### src/sv/bkd_pkg.sv
`timescale 1ns / 1ps
// bkd_pkg: shared types and constants of the ball kick detector.
// No dependencies; imported by every bkd module.
package bkd_pkg;

	// Frame window
	localparam int HIST_LEN = 3;
	localparam int MID_IDX  = HIST_LEN / 2;

	// Result queue
	localparam int RES_DEPTH = 8;
	localparam int RES_PTR_W = $clog2(RES_DEPTH);
	localparam int RES_CNT_W = $clog2(RES_DEPTH + 1);

	// Squared distance search
	localparam int                DIST_W   = 34;
	localparam logic [DIST_W-1:0] DIST_MAX = '1;

	localparam logic [15:0] ACCEL_LIMIT_RST = 16'd625;

	// Item kinds and team codes
	localparam logic FUNC_BALL   = 1'b0;
	localparam logic FUNC_ROBOT  = 1'b1;
	localparam logic TEAM_YELLOW = 1'b0;
	localparam logic TEAM_BLUE   = 1'b1;

	typedef struct packed {
		logic               found;
		logic [3:0]         id;
		logic               team;
		logic signed [15:0] x;
		logic signed [15:0] y;
	} robot_t;

	typedef struct packed {
		logic               filled;
		logic signed [15:0] ball_x;
		logic signed [15:0] ball_y;
		logic               ball_valid;
		logic [31:0]        stamp;
		robot_t             nearest;
	} frame_t;

	typedef struct packed {
		logic        kick;
		logic [31:0] kick_time;
		robot_t      robot;
	} result_t;

	localparam robot_t ROBOT_NONE = '0;

endpackage

### src/sv/bkd_cell.sv
`timescale 1ns / 1ps
// bkd_cell: one entry of the frame window; loads its newer neighbor on a shift.
// Depends on bkd_pkg.
module bkd_cell import bkd_pkg::*; (
	input  logic   clk,
	input  logic   arst_n,
	input  logic   shift,
	input  frame_t din,
	output frame_t q
);

	frame_t frame_q;

	always_ff @(posedge clk or negedge arst_n) begin
		if (!arst_n) begin
			frame_q <= '0;
		end else if (shift) begin
			frame_q <= din;
		end
	end

	assign q = frame_q;

endmodule

### config.mk
export PLATFORM = sky130hd
export DESIGN_NAME = bkd_cell
export DESIGN_NICKNAME = d
export VERILOG_FILES = /design/src/sv/bkd_pkg.sv /design/src/sv/bkd_cell.sv
export SDC_FILE = /design/constraint.sdc
export NUM_CORES = 1
export LEC_CHECK = 0
export ABC_AREA = 0
export BUFFER_PORTS_ARGS = -buffer_cell sky130_fd_sc_hd__clkbuf_2
export CORE_MARGIN = 3
export CORE_UTILIZATION = 40
export DETAILED_ROUTE_END_ITERATION = 7
export PLACE_DENSITY = 0.72
export SYNTH_ARGS = -nofsm -noshare
export SYNTH_HDL_FRONTEND = slang
export SYNTH_SLANG_ARGS = --single-unit
### constraint.sdc
create_clock -name clk -period 0.98 [get_ports clk]
set_input_delay 0.196 -clock clk [delete_from_list [all_inputs] [get_ports clk]]
set_output_delay 0.196 -clock clk [all_outputs]
set_load 0.02 [all_outputs]
==> Word-level counts from Yosys, hierarchy flattened <==
Cells that the tools add are included.
{ "word_totals": {"elab_cells": 10, "inputBits": 107, "ff_bits": 104, "output_inout_bits": 104} }

==> Depth between registers and ports, before layout <==
Gate-level depths: netlist of the first run.
{ "depth": {"word_depth": 0, "depth_mapped": 4, "mapped_depth_nobuf": 1} }

==> Least setup slack after synthesis of the first run <==
No wires, ideal clock.
{ "synth_path": {"path_type": "in2reg", "start": "in shift", "end": "reg frame_q, in the netlist q[0]", "path_stages": 4, "slack_ns": -0.012, "path_buffers": 3, "t_arrival_ns": 0.867, "path_cell_list": "buf_6 > buf_8 > buf_6 > mux2_4"} }
{ "synth_rtl": {"columns": ["element", "line_no", "rtl"], "rows": [
  ["start: declaration", "bkd_cell.sv:7", "input logic shift,"],
  ["end signal: assignment", "bkd_cell.sv:18", "frame_q <= din;"],
  ["end: declaration", "bkd_cell.sv:12", "frame_t frame_q;"]
]} }
No word-level cell between the ends.

==> Worst setup path after layout of the first run <==
{ "layout_path": {"start": "reg frame_q, in the netlist q[56]", "end": "out q[56] (netlist bit)"} }
{ "layout_rtl": {"columns": ["element", "line_no", "rtl"], "rows": [
  ["end: declaration", "bkd_cell.sv:9", "output frame_t q"]
]} }
No word-level cell between the ends.

==> flow_summary.yaml, run 1 <==
timing:
  tightest_slew_ps: 286
  setup_violations: 113
  tns_ps: -12480
  hold_violations: 0
  setup_slack_ps: -153
  fmax_mhz: 883
  hold_ws_ps: 63.6
  fin_crit_ps: 1130
  rsz0062_at_grt: "yes"
  period_share_pct: 116
  finClkSkew_ps: 0
  finalMaxSlewViolations: 0
  max_slew_margin_pct: 81.0
critical_path:
  critical_path.max_stage_delay_ps: 430
  worstSetupStartpoint: "q[56]"
  rr_endpoint: "q[15]"
  r2r_slack_ps: -60
  path_cells: "buf_8"
  r2r-start: "q[15]"
  cp-start-kind: "register"
  crit_arrival_ps: 940
  cp_top_family: "flip-flops"
  path_depth: 1
  required_ps: 780
  ff2ff_path_depth: 3
  critPathMaxFanout: 2
  worstSetupPathType: "register to output port"
  end_kind: "output port"
  cp_num_buf_inv: 1
  cp_slowest_cell: "dfrtp_1"
  cp-endpoint: "q[56]"
status:
  violations: "setup timing"
  status: "finished with violations"
cts:
  clk_path_buf_depth: 2
  cts.reportedPaths.clkPinSlew_ps: 100
  clockRootBuffer: "clkbuf_8"
  cts_made_buffers: 9
  clock-sinks: 104
  cts_tree: "built"
  clk_latency_ps: 350
  htreeDepth: 3
finish:
  syn_to_final_growth_pct: 67.7
  nNetsFinal: 618
  fill_cells: 650
  antenna_cells: 0
  final_core_util_pct: 69.9
  final_layout_size_suffix_gt1_share_pct: 79.7
  regArea_um2: 2600
  multi_input_area_um2: 1400
  layout.cells.non_filler: 649
  largest_reg_flops: 104
yosys:
  syn_avg_cell_area_um2: 18.7
  synth.distinct_cells: 6
  synthTopCellsByArea: "dfrtp_1 63%, mux2_4 22%, mux2_2 12%"
  netlist_instances: 220
  yosys.area.top_type: "dfrtp_1"
  ys_seq_elements: 104
  syn_nets: 327
  synth_area_um2: 4110
  synth_warnings: 0
  seq_area_frac_synth_pct: 63.3
  synth_top_area_share_pct: 63.3
power:
  switching_share_pct: 27.1
  combPwrFrac_pct: 28.2
  clkPwrFrac_pct: 26.6
  p_leak_nw: 3.53
  pwr-share-seq_pct: 45.2
  p_switching_mw: 3.03
  p_per_area_nw_per_um2: 1620
  peakVddDrop_mv: 0.879
  p_int_mw: 8.15
detailed_routing:
  vias: 2956
  dr.pass1.iters: 4
  via_per_inst: 4.55
  drtIter0Drc: 107
  post_drt_wl_per_cell_um: 17.4
  wirelength_mm: 11.3
  ant_nets: 0
  drc_errors: 0
global_routing:
  grtUsageTotal_pct: 17.3
  antenna_found_initial: 0
  grt_pass1_vias: 3193
  grt-ovfl-total: 0
  grt_pass1_wl_mm: 15.4
  grt_max_degree: 35
placement:
  globalplace.congestion: 0.721
  dp.final_hpwl_mm: 7.34
  pre_cts_ws_ps: -148
  dp_cells: 572
  io_buffers: 210
floorplanning:
  rows: 36
  dieArea_um2: 11500
  die_y_um: 107
  num_io_pins: 211
  die_w_um: 107
  initial_core_util_pct: 41.7
  coreArea_um2: 9860
min_path:
  hold_class: "input pin to register"
  hold_depth: 2
run:
  drv_cap: 0
==> repair_timing <==
| item | 4_1_cts | 5_1_grt |
|---|---|---|
| endpoints found under the hold margin | 43 | 0 |
| hold buffers | 1 | 0 |
| setup buffers | 32 | 28 |
| endpoints found under the setup margin | 104 | 104 |
| gates resized for setup | 70 | 221 |
==> kinds of logic after synthesis <==
| family | count (synthesis) | synth area share [%] |
|---|---|---|
| buffers and inverters | 12 | 2.77 |
| flip-flops | 104 | 63.3 |
| multiplexers | 104 | 34.0 |
==> power by group through the flow <==
stage	Sequential (mW)	Clock, mW	Combinational (mW)
final	5.06	2.97	3.15
after global routing	5.11	3.25	3.33
after CTS	4.98	3.06	2.61
after detailed placement	5.04	0	2.18
after global placement	5.03	0	2.14
after floorplan	5.56	0	0.729
==> layout by cell type, fill, tap and decap left out <==
master / instances
clkbuf_2: 104
dfrtp_1: 104
buf_6: 74
buf_4: 73
mux2_4: 60
mux2_2: 44
clkbuf_8: 37
buf_8: 8
buf_12: 5
clkinv_4: 2
bufinv_16: 2
clkinv_2: 1
inv_6: 1
dlygate4sd3_1: 1
==> area by class of cell <==
class                   instances  area share, %
clock buffers                  10           2.00
clock inverters                 6           1.32
multi-input cells             104           20.2
flip-flops and latches        104           37.7
well taps                     133           2.41
repair buffers                292           36.3
==> layer usage <==
| layer | vias to the layer above | GRT usage [%] | wire length (um) |
|---|---|---|---|
| li1 | 1355 | - | - |
| met1 | 1451 | 19.5 | 4010 |
| met2 | 133 | 30.1 | 6120 |
| met3 | 17 | 5.76 | 912 |
| met4 | 0 | 7.12 | 240 |
| met5 | - | 0 | 0 |
==> how the worst min path moves through the flow <==
stage	startpoint	end
2_1_floorplan	arst_n	q[0]
3_3_place_gp	arst_n	q[50]
3_5_place_dp	arst_n	q[50]
4_1_cts	din[6]	q[6]
5_1_grt	din[26]	q[26]
6_report	din[67]	q[67]
==> synthesized netlist by cell type <==
cell / number
dfrtp_1: 104
mux2_4: 60
mux2_2: 44
buf_6: 7
buf_2: 4
buf_8: 1
==> through the flow <==
step	total power, mW	cell area, um^2
after floorplan	6.29	4140
after global placement	7.16	5440
after detailed placement	7.22	5440
final	11.2	6900
after global routing	11.7	6900
after CTS	10.6	6230
No activity file was read; power rests on OpenSTA's default activity.
==> run 2: changes to the inputs <==
--- a/config.mk
+++ b/config.mk
@@ -6,11 +6,10 @@
 export NUM_CORES = 1
 export LEC_CHECK = 0
 export ABC_AREA = 0
-export BUFFER_PORTS_ARGS = -buffer_cell sky130_fd_sc_hd__clkbuf_2
 export CORE_MARGIN = 3
 export CORE_UTILIZATION = 40
 export DETAILED_ROUTE_END_ITERATION = 7
-export PLACE_DENSITY = 0.72
+export DONT_BUFFER_PORTS = 1
 export SYNTH_ARGS = -nofsm -noshare
 export SYNTH_HDL_FRONTEND = slang
 export SYNTH_SLANG_ARGS = --single-unit
==> constraint.sdc (replaced) <==
create_clock -name clk -period 1.36 [get_ports clk]
set_input_delay 0.272 -clock clk [delete_from_list [all_inputs] [get_ports clk]]
set_output_delay 0.272 -clock clk [all_outputs]
set_load 0.02 [all_outputs]
==> run 2 against run 1 <==
Critical endpoint is now q[89]. Via count down 39%. The run ends with hold timing left. Sequential cell count stayed put. Critical path type unchanged. Highest routed layer unchanged. Worst hold slack got worse by 460 ps. Die area unchanged.
==> flow_summary.yaml, run 2 (synthesized netlist as in run 1, its figures left out) <==
cts:
  clk_path_buf_depth: 2
  clk_latency_ps: 340
  clock-sinks: 104
  cts.reportedPaths.clkPinSlew_ps: 110
  postCtsSetupRepairBufs: 0
  cts_tree: "built"
  cts_made_buffers: 9
  post_cts_resized: 0
  htreeDepth: 3
  clockRootBuffer: "clkbuf_8"
power:
  combPwrFrac_pct: 7.1
  p_per_area_nw_per_um2: 1470
  pwr-share-seq_pct: 62.8
  peakVddDrop_mv: 0.661
  p_int_mw: 4.64
  p_switching_mw: 1.78
  switching_share_pct: 27.7
  p_total_mw: 6.42
  p_leak_nw: 1.99
  clkPwrFrac_pct: 30.2
detailed_routing:
  drtIter0Drc: 126
  drc_errors: 0
  wirelength_mm: 7.88
  ant_nets: 0
  post_drt_wl_per_cell_um: 22.1
  vias: 1812
  via_per_inst: 5.08
  dr.pass1.iters: 3
floorplanning:
  initial_core_util_pct: 41.7
  rows: 36
  dieArea_um2: 11500
  die_y_um: 107
  die_w_um: 107
  coreArea_um2: 9860
  num_io_pins: 211
timing:
  hold_ws_ps: -396
  fin_crit_ps: 1130
  finClkSkew_ps: 0
  period_share_pct: 82.7
  tns_ps: 0
  hold_violations: 104
  tightest_slew_ps: 280
  max_slew_margin_pct: 81.3
  rsz0062_at_grt: "no"
  finalMaxSlewViolations: 0
  setup_violations: 0
  fmax_mhz: 889
global_routing:
  grt_pass1_vias: 2018
  grt_max_degree: 105
  antenna_found_initial: 0
  grt-ovfl-total: 0
  grt_pass1_wl_mm: 11.8
  grtUsageTotal_pct: 13.3
critical_path:
  required_ps: 1090
  cp-start-kind: "register"
  worstSetupPathType: "register to output port"
  end_kind: "output port"
  critPathMaxFanout: 2
  crit_arrival_ps: 850
placement:
  dp.final_hpwl_mm: 5.32
  globalplace.congestion: 0.715
  place_area_um2: 4170
  io_buffers: 0
finish:
  most-common-layout-cells: "104 x dfrtp_1, 60 x mux2_4, 44 x mux2_2, 9 x clkbuf_8, 3 x inv_6"
  antenna_cells: 0
  syn_to_final_growth_pct: 6.12
  largest_reg_flops: 104
  fill_cells: 847
  final_common_cell: "dfrtp_1"
  regArea_um2: 2600
  multi_input_area_um2: 1400
  finalInstanceArea_um2: 4360
  final_layout_size_suffix_gt1_share_pct: 53.6
  nNetsFinal: 326
status:
  violations: "hold timing"
  status: "finished with violations"
min_path:
  hold_class: "input pin to async pin"
run:
  drv_cap: 0
## run 2: changes by cell type in the layout (fill, tap and decap cells not counted)
cell / previous run / this run
buf_6: 74 / 0
dlygate4sd3_1: 1 / 0
inv_6: 1 / 3
clkinv_2: 1 / 2
buf_8: 8 / 0
clkinv_4: 2 / 1
clkbuf_8: 37 / 9
buf_4: 73 / 0
buf_12: 5 / 0
bufinv_16: 2 / 1
clkbuf_2: 104 / 0
## run 2: per-layer routing
| layer | up-vias | wire [um] | global-route usage [%] |
|---|---|---|---|
| li1 | 764 | - | - |
| met1 | 907 | 3030 | 16.0 |
| met2 | 134 | 3660 | 20.0 |
| met3 | 7 | 1110 | 7.62 |
| met4 | 0 | 80 | 4.60 |
| met5 | - | 0 | 0 |
## run 2: per-stage QoR
stage	setup WS, ps	instances	util, %
6_report	235	357	44.2
5_1_grt	165	357	44.2
4_1_cts	196	357	44.2
3_5_place_dp	468	341	42.2
3_3_place_gp	469	341	42.2
2_1_floorplan	292	220	-
## run 2: power groups by stage
stage | Combinational [mW] | Sequential, mW | Clock [mW]
2_1_floorplan | 0.514 | 4.01 | 0
3_3_place_gp | 0.440 | 4.10 | 0
3_5_place_dp | 0.462 | 4.09 | 0
4_1_cts | 0.461 | 4.04 | 2.04
5_1_grt | 0.488 | 4.08 | 2.18
6_report | 0.454 | 4.03 | 1.94
## run 2: path summary, 6_finish.rpt
path | start | endpoint | slack (ps) | cells after the start
setup / recovery | q[89] | q[89] | 230 | 0
hold / removal | arst_n | q[78] | -400 | 0
setup reg to reg | q[62] | q[62] | 460 | 1
hold reg to reg | q[37] | q[37] | 680 | 1
max in group asynchronous | arst_n | q[97] | 1600 | 0
min in group clk | din[94] | q[94] | 50 | 1
## run 2: area by class of cell
cell class	instances	area share [%]
clock inverter	7	1.72
tap	133	3.81
multi-input combinational	104	32.0
sequential	104	59.6
clock buffer	9	2.84
