`src/sv/bkd_pkg.sv`:
```
`timescale 1ns / 1ps
// bkd_pkg: shared types and constants of the ball kick detector.
// No dependencies; imported by every bkd module.
package bkd_pkg;

	// Frame window
	localparam int HIST_LEN = 3;
	localparam int MID_IDX  = HIST_LEN / 2;

	// Result queue
	localparam int RES_DEPTH = 8;
	localparam int RES_PTR_W = $clog2(RES_DEPTH);
	localparam int RES_CNT_W = $clog2(RES_DEPTH + 1);

	// Squared distance search
	localparam int                DIST_W   = 34;
	localparam logic [DIST_W-1:0] DIST_MAX = '1;

	localparam logic [15:0] ACCEL_LIMIT_RST = 16'd625;

	// Item kinds and team codes
	localparam logic FUNC_BALL   = 1'b0;
	localparam logic FUNC_ROBOT  = 1'b1;
	localparam logic TEAM_YELLOW = 1'b0;
	localparam logic TEAM_BLUE   = 1'b1;

	typedef struct packed {
		logic               found;
		logic [3:0]         id;
		logic               team;
		logic signed [15:0] x;
		logic signed [15:0] y;
	} robot_t;

	typedef struct packed {
		logic               filled;
		logic signed [15:0] ball_x;
		logic signed [15:0] ball_y;
		logic               ball_valid;
		logic [31:0]        stamp;
		robot_t             nearest;
	} frame_t;

	typedef struct packed {
		logic        kick;
		logic [31:0] kick_time;
		robot_t      robot;
	} result_t;

	localparam robot_t ROBOT_NONE = '0;

endpackage

```
`src/sv/bkd_nearest.sv`:
```
`timescale 1ns / 1ps
// bkd_nearest: open-frame ball register and nearest-robot search by squared distance.
// Depends on bkd_pkg.
module bkd_nearest import bkd_pkg::*; (
	input  logic               clk,
	input  logic               arst_n,
	input  logic               in_acc,
	input  logic               func,
	input  logic signed [15:0] pos_x,
	input  logic signed [15:0] pos_y,
	input  logic               valid_req,
	input  logic [31:0]        frame_time,
	input  logic [3:0]         robot_id,
	input  logic               team,
	input  logic               last,
	output logic               push,
	output frame_t             push_frame
);

	logic signed [15:0] cur_x_q, cur_y_q;
	logic               cur_valid_q;
	logic [31:0]        cur_time_q;
	logic [DIST_W-1:0]  best_dist_q;
	robot_t             best_robot_q;

	logic               v_s1;
	logic               func_s1, last_s1, rvalid_s1;
	robot_t             robot_s1;
	logic [31:0]        sq_x_s1, sq_y_s1;

	logic signed [16:0] dx, dy;
	logic signed [33:0] prod_x, prod_y;
	logic [DIST_W-1:0]  sq_dist;
	logic               take;
	logic [DIST_W-1:0]  eff_dist;
	robot_t             eff_robot;

	// squares against the current ball, formed in the accepting cycle
	assign dx     = $signed({cur_x_q[15], cur_x_q}) - $signed({pos_x[15], pos_x});
	assign dy     = $signed({cur_y_q[15], cur_y_q}) - $signed({pos_y[15], pos_y});
	assign prod_x = dx * dx;
	assign prod_y = dy * dy;

	always_ff @(posedge clk or negedge arst_n) begin
		if (!arst_n) begin
			v_s1        <= 1'b0;
			cur_x_q     <= '0;
			cur_y_q     <= '0;
			cur_valid_q <= 1'b0;
			cur_time_q  <= '0;
		end else begin
			v_s1 <= in_acc;
			if (in_acc && func == FUNC_BALL) begin
				cur_x_q     <= pos_x;
				cur_y_q     <= pos_y;
				cur_valid_q <= valid_req;
				cur_time_q  <= frame_time;
			end
		end
	end

	always_ff @(posedge clk) begin
		if (in_acc) begin
			func_s1        <= func;
			last_s1        <= last;
			rvalid_s1      <= valid_req;
			robot_s1.found <= 1'b1;
			robot_s1.id    <= robot_id;
			robot_s1.team  <= team;
			robot_s1.x     <= pos_x;
			robot_s1.y     <= pos_y;
			sq_x_s1        <= prod_x[31:0];
			sq_y_s1        <= prod_y[31:0];
		end
	end

	// compare and update; yellow wins a tie against a stored blue robot
	always_comb begin
		sq_dist = DIST_W'({1'b0, sq_x_s1} + {1'b0, sq_y_s1});
		take = (sq_dist < best_dist_q) ||
			((sq_dist == best_dist_q) && (!best_robot_q.found ||
			(best_robot_q.team == TEAM_BLUE && robot_s1.team == TEAM_YELLOW)));
		if (func_s1 == FUNC_BALL) begin
			eff_dist  = DIST_MAX;
			eff_robot = ROBOT_NONE;
		end else if (func_s1 == FUNC_ROBOT && rvalid_s1 && take) begin
			eff_dist  = sq_dist;
			eff_robot = robot_s1;
		end else begin
			eff_dist  = best_dist_q;
			eff_robot = best_robot_q;
		end
	end

	always_ff @(posedge clk or negedge arst_n) begin
		if (!arst_n) begin
			best_dist_q  <= DIST_MAX;
			best_robot_q <= ROBOT_NONE;
		end else if (v_s1) begin
			if (last_s1) begin
				best_dist_q  <= DIST_MAX;
				best_robot_q <= ROBOT_NONE;
			end else begin
				best_dist_q  <= eff_dist;
				best_robot_q <= eff_robot;
			end
		end
	end

	assign push                  = v_s1 && last_s1;
	assign push_frame.filled     = 1'b1;
	assign push_frame.ball_x     = cur_x_q;
	assign push_frame.ball_y     = cur_y_q;
	assign push_frame.ball_valid = cur_valid_q;
	assign push_frame.stamp      = cur_time_q;
	assign push_frame.nearest    = eff_robot;

endmodule

```
`config.mk`:
```
export PLATFORM = sky130hd
export DESIGN_NAME = bkd_nearest
export DESIGN_NICKNAME = d
export VERILOG_FILES = /design/src/sv/bkd_pkg.sv /design/src/sv/bkd_nearest.sv
export SDC_FILE = /design/constraint.sdc
export NUM_CORES = 2
export LEC_CHECK = 0
export BUFFER_PORTS_ARGS = -buffer_cell sky130_fd_sc_hd__clkbuf_2
export CAP_MARGIN = 20
export CORE_UTILIZATION = 55
export DETAILED_ROUTE_END_ITERATION = 6
export GPL_ROUTABILITY_DRIVEN = 0
export PLACE_DENSITY = 0.73
export SYNTH_ARGS = -nofsm -noshare
export SYNTH_HDL_FRONTEND = slang
export SYNTH_SLANG_ARGS = --single-unit
export TNS_END_PERCENT = 20
```
`constraint.sdc`:
```
create_clock -name clk -period 10.13 [get_ports clk]
set_input_delay 0.5065 -clock clk [delete_from_list [all_inputs] [get_ports clk]]
set_output_delay 0.5065 -clock clk [all_outputs]
set_load 0.01 [all_outputs]
```
# == After elaboration in Yosys (flattened, before gate mapping) ==
# Index checks and enable logic that the tools add are counted.
# word_totals
regBits,242
in_bits,75
out_inout_bits,105
elab_cells,46
# classes
addsub,3
multipliers,2
order_cmp,1
eq_ne,2
muxes,6
bitwise_logic,2
reduce_logical,10
# op_table
operator,count
38-bit 2-to-1 mux,3
34-bit 2-to-1 mux,3
17-bit by 17-bit multiplier with 32-bit output,2
33-bit by 34-bit equality test with 1-bit output,1
33-bit by 34-bit < comparator with 1-bit output,1
16-bit by 16-bit subtractor with 17-bit output,2
32-bit by 32-bit adder with 33-bit output,1
1-bit logical AND,6
3-bit by 1-bit != test with 1-bit output (second input constant),1
1-bit logical OR,2
1-bit inverter,2
2-bit AND reduction,1
1-bit logical NOT,1

# == Depth between registers and ports, before layout ==
# depth
ltp_word,9
depth_mapped,35
mapped_depth_nobuf,35

# == Least setup slack after synthesis ==
# Ideal clock, no wire load.
# synth_path
path_type,input-to-reg
start,in pos_x[1]
end,reg sq_x_s1[31] (data pin)
setup_ns,0.268
arrival_time_ns,8.064
required_ns,9.862
slack_ns,1.798
cell_stages,32
path_buffers,2
cell_sequence,inv_1 > ha_1 > nor2b_1 > o21a_1 > o21ai_2 > a21oi_1 > a311o_1 > a221o_1 > nand2_1 > xnor2_1 > clkbuf_1 > nand2_1 > fa_1 > inv_1 > fa_1 > fa_1 > fa_1 > fa_1 > inv_1 > fa_1 > inv_1 > ha_1 > buf_6 > a21o_1 > a21o_1 > a21oi_2 > o21ai_1 > o21bai_4 > a221o_2 > a211oi_2 > o31ai_1 > xnor3_1
# synth_between
elab_chain_cells,2
# synth_lines
item,line_no,rtl
"start, declared",bkd_nearest.sv:9,"input logic signed [15:0] pos_x,"
16-bit by 16-bit subtractor with 17-bit output,bkd_nearest.sv:39,"assign dx = $signed({cur_x_q[15], cur_x_q}) - $signed({pos_x[15], pos_x});"
17-bit by 17-bit multiplier with 32-bit output,bkd_nearest.sv:41,assign prod_x = dx * dx;
named net prod_x[31],bkd_nearest.sv:32,"logic signed [33:0] prod_x, prod_y;"
"end signal, assigned",bkd_nearest.sv:72,sq_x_s1 <= prod_x[31:0];
"end, declared",bkd_nearest.sv:29,"logic [31:0] sq_x_s1, sq_y_s1;"
# The timed path passes the listed nets, and every way through them passes these cells.
# A chain may end at the register's enable or synchronous reset.

# == Final worst setup path ==
# layout_path
start,reg cur_y_q[0]
end,reg sq_y_s1[31] (data pin)
# layout_between
elab_chain_cells,2
# layout_lines
item,line_no,rtl
"start, declared",bkd_nearest.sv:20,"logic signed [15:0] cur_x_q, cur_y_q;"
"start signal, assigned",bkd_nearest.sv:55,cur_y_q <= pos_y;
16-bit by 16-bit subtractor with 17-bit output,bkd_nearest.sv:40,"assign dy = $signed({cur_y_q[15], cur_y_q}) - $signed({pos_y[15], pos_y});"
17-bit by 17-bit multiplier with 32-bit output,bkd_nearest.sv:42,assign prod_y = dy * dy;
named net prod_y[31],bkd_nearest.sv:32,
"end signal, assigned",bkd_nearest.sv:73,sq_y_s1 <= prod_y[31:0];
"end, declared",bkd_nearest.sv:29,
# The timed path passes the listed nets, and every way through them passes these cells.

==> results.sh <==
export IMPL_ctsHtreeMaxLevel=1
export IMPL_synth_nets=3912
export IMPL_period_share_pct=90.7
export IMPL_numCtsBuffers=26
export IMPL_grt_remaining_overflow=0
export IMPL_fin_skew_ns=0.0228
export IMPL_max_clock_path_buffers=3
export IMPL_yosysWarningCount=0
export IMPL_wirelength_um=69900
export IMPL_core_box_area_um2=55300
export IMPL_num_rows=86
export IMPL_finalWorstPathRequiredPeriod_ns=9.19
export IMPL_die_height_um=239
export IMPL_area_growth_syn_to_layout_pct=8.64
export IMPL_grt_start_max_net_pins=86
export IMPL_most_common_cell_in_the_netlist="sky130_fd_sc_hd__inv_1"
export IMPL_final_antenna_violating_net_count=0
export IMPL_worst_setup_hold_path_clk_slew_ns=0.06
export IMPL_finalSetupTns_ns=0
export IMPL_synth_distinct_cells=95
export IMPL_cts_root_buf="sky130_fd_sc_hd__clkbuf_16"
export IMPL_finalNetCount=4070
export IMPL_synth_top_area_cell="sky130_fd_sc_hd__fa_1"
export IMPL_worstRegToRegCells=34
export IMPL_gr_usage_all_layers_pct=25.8
export IMPL_cts_repair_resize_count=0
export IMPL_drt_first_iter_violations=1429
export IMPL_drive_gt1_share_pct=12.4
export IMPL_die_area_um2=57100
export IMPL_largest_driver_fanout_on_the_critical_path=23
export IMPL_grt_antenna_before_repair=0
export IMPL_synth_edf_count=102
export IMPL_max_cap_viols=0
export IMPL_fmaxAchievable_mhz=109
export IMPL_place_detailed_hpwl_um=57500
export IMPL_timing_critical_path_to_type="register"
export IMPL_synth_instances=3068
export IMPL_post_drt_wl_per_cell_um=17.5
export IMPL_run_status="complete, no violations"
export IMPL_post_cts_hold_buffer_count=0
export IMPL_setup_reg_to_reg_worst_slack_ns=0.94
export IMPL_remaining_drc_errors=0
export IMPL_post_cts_setup_buffer_count=0
export IMPL_max_slew_worst_pin_slew_ns=0.972
export IMPL_cp_startpoint_kind="register"
export IMPL_critPathLaunch="cur_y_q[0]$_DFFE_PN0P_"
export IMPL_fillers=4512
export IMPL_synth_seq_cells=240
export IMPL_r2r_end="sq_y_s1[31]$_DFFE_PP_"
export IMPL_crit_required_ns=10.40
export IMPL_die_w_um=239
export IMPL_yosys_top_cells_count="sky130_fd_sc_hd__inv_1, sky130_fd_sc_hd__fa_1, sky130_fd_sc_hd__nand2_1"
export IMPL_dr_total_vias=21700
export IMPL_place_port_buffers=178
export IMPL_postSynth_asyncResetShare_pct=57.5
export IMPL_finalSetupViolCount=0
export IMPL_drt_vias_per_instance=5.44
export IMPL_slew_headroom_pct=34.9
export IMPL_critical_path_top_cell_by_count="sky130_fd_sc_hd__fa_1"
export IMPL_tritonroute_pass_1_iters=5
export IMPL_initial_core_util_pct=55.8
export IMPL_cts_tree="built"
export IMPL_synth_top_cell_area_share_pct=33.4
export IMPL_drv_slew=0
export IMPL_synth_area_per_cell_um2=10.1
export IMPL_diodes=0
export IMPL_slowest_stage="sky130_fd_sc_hd__fa_1"
export IMPL_vias_in_the_first_global_route=23700
export IMPL_critPathKind="register to register"
export IMPL_timing_final_hold_violations=0
export IMPL_timing_hold_worst_class="input port to async pin"
export IMPL_post_synth_instance_area_um2=30900
export IMPL_io_pins=180
export IMPL_cp_arrival_ns=9.46
export IMPL_critical_path_max_stage_delay_ns=0.50
export IMPL_setup_repair_after_global_routing_missed_its_margin="false"
export IMPL_clkLatencyLatePin_ns=0.55
export IMPL_cts_num_sinks=240
export IMPL_synthFlopType="sky130_fd_sc_hd__dfrtp_1"
export IMPL_grt_pass1_wl_um=118000
export IMPL_synth_yosys_seq_area_share_pct=21.2
export IMPL_r2r_start="cur_y_q[0]$_DFFE_PN0P_"
export IMPL_ys_top_cells_by_area="sky130_fd_sc_hd__fa_1, sky130_fd_sc_hd__ha_1, sky130_fd_sc_hd__edfxtp_1"
-- placed cells by master, fill, tap and decap left out, types with 16 or more instances in the layout --
| cell | count |
|---|---|
| sky130_fd_sc_hd__nand3_1 | 28 |
| sky130_fd_sc_hd__a22o_1 | 38 |
| sky130_fd_sc_hd__nor3_1 | 16 |
| sky130_fd_sc_hd__mux2_2 | 62 |
| sky130_fd_sc_hd__and2_1 | 24 |
| sky130_fd_sc_hd__nor2_1 | 216 |
| sky130_fd_sc_hd__o21a_1 | 23 |
| sky130_fd_sc_hd__ha_1 | 253 |
| sky130_fd_sc_hd__dfstp_2 | 34 |
| sky130_fd_sc_hd__fa_1 | 516 |
| sky130_fd_sc_hd__dfrtp_1 | 104 |
| sky130_fd_sc_hd__o21ai_0 | 52 |
| sky130_fd_sc_hd__a21boi_0 | 38 |
| sky130_fd_sc_hd__xor2_1 | 32 |
| sky130_fd_sc_hd__nor2b_1 | 21 |
| sky130_fd_sc_hd__xnor2_1 | 99 |
| sky130_fd_sc_hd__nand2b_1 | 16 |
| sky130_fd_sc_hd__nand2_1 | 272 |
| sky130_fd_sc_hd__inv_1 | 713 |
| sky130_fd_sc_hd__edfxtp_1 | 102 |
| sky130_fd_sc_hd__a21oi_1 | 70 |
| sky130_fd_sc_hd__clkbuf_2 | 176 |
| sky130_fd_sc_hd__buf_4 | 35 |
| sky130_fd_sc_hd__o211ai_1 | 20 |
| sky130_fd_sc_hd__clkbuf_16 | 29 |
| sky130_fd_sc_hd__a21o_1 | 50 |
-- layer usage --
metal / vias up / part of all wire (%) / global-route usage [%]
li1: 9875 / - / -
met1: 10900 / 40 / 33.1
met2: 767 / 50 / 44.3
met3: 156 / 7.2 / 4.46
met4: 0 / 3.2 / 8.12
met5: - / 0 / 0
-- how the worst max path moves through the flow --
stage,endpoint,slack (ns),cells past startpoint
after floorplan,sq_x_s1[31]$_DFFE_PP_,1.80,32
after global placement,sq_x_s1[31]$_DFFE_PP_,1.16,34
after detailed placement,sq_y_s1[31]$_DFFE_PP_,0.87,34
after CTS,sq_y_s1[31]$_DFFE_PP_,1.08,34
after global routing,sq_y_s1[31]$_DFFE_PP_,0.35,34
final,sq_y_s1[31]$_DFFE_PP_,0.94,34
-- registers in the layout, summed over array words and instances, names as in the netlist, 16 cells and up --
register / flops
best_dist_q: 34
cur_x_q: 16
robot_s1: 37
best_robot_q: 38
cur_y_q: 16
sq_y_s1: 31
sq_x_s1: 31
cur_time_q: 32
-- final cells by class --
type                    instances  area (µm²)  area share (%)
well taps                     748         936            2.79
multi-input cells            2017       21200            63.3
inverters                     727        2730            8.15
flip-flops and latches        240        6560            19.5
clock buffers                  40         827            2.47
repair buffers                214        1200            3.58
clock inverters                 8        51.3           0.153
-- worst max-delay path: cells and delay by family (launching register included) --
kind	cells	cell delay, ns
simple gates	3	0.44
flops	1	0.38
buf+inv	7	0.88
xor+xnor	1	0.13
compound gates	14	3.47
fa+ha+maj	9	3.61
-- metrics by stage --
| stage | setup slack, ns | instances | hold slack, ns | util (%) | area (µm²) |
|---|---|---|---|---|---|
| detailed placement | 0.866 | 3943 | 0.473 | 59.0 | 32600 |
| finish | 0.943 | 3994 | 0.0156 | 60.7 | 33600 |
| global route | 0.354 | 3994 | 0.0640 | 60.7 | 33600 |
| CTS | 1.08 | 3991 | 0.0381 | 60.6 | 33500 |
| global placement | 1.16 | 3943 | 0.467 | 59.0 | 32600 |
| floorplan | 1.80 | 3068 | 0.211 | - | 30900 |
-- kinds of logic after synthesis --
kind of cell	after synthesis	share of synthesized area [%]
fa+ha+maj	769	43.7
simple gates	645	9.09
compound gates	390	9.17
xor+xnor	136	4.04
flops	240	21.2
other cells	1	0.0121
mux	76	2.71
buf+inv	811	10.0
Power is left out: the tool's default activity adds up to more than one toggle a clock period on the data nets, which glitch-free logic cannot reach.
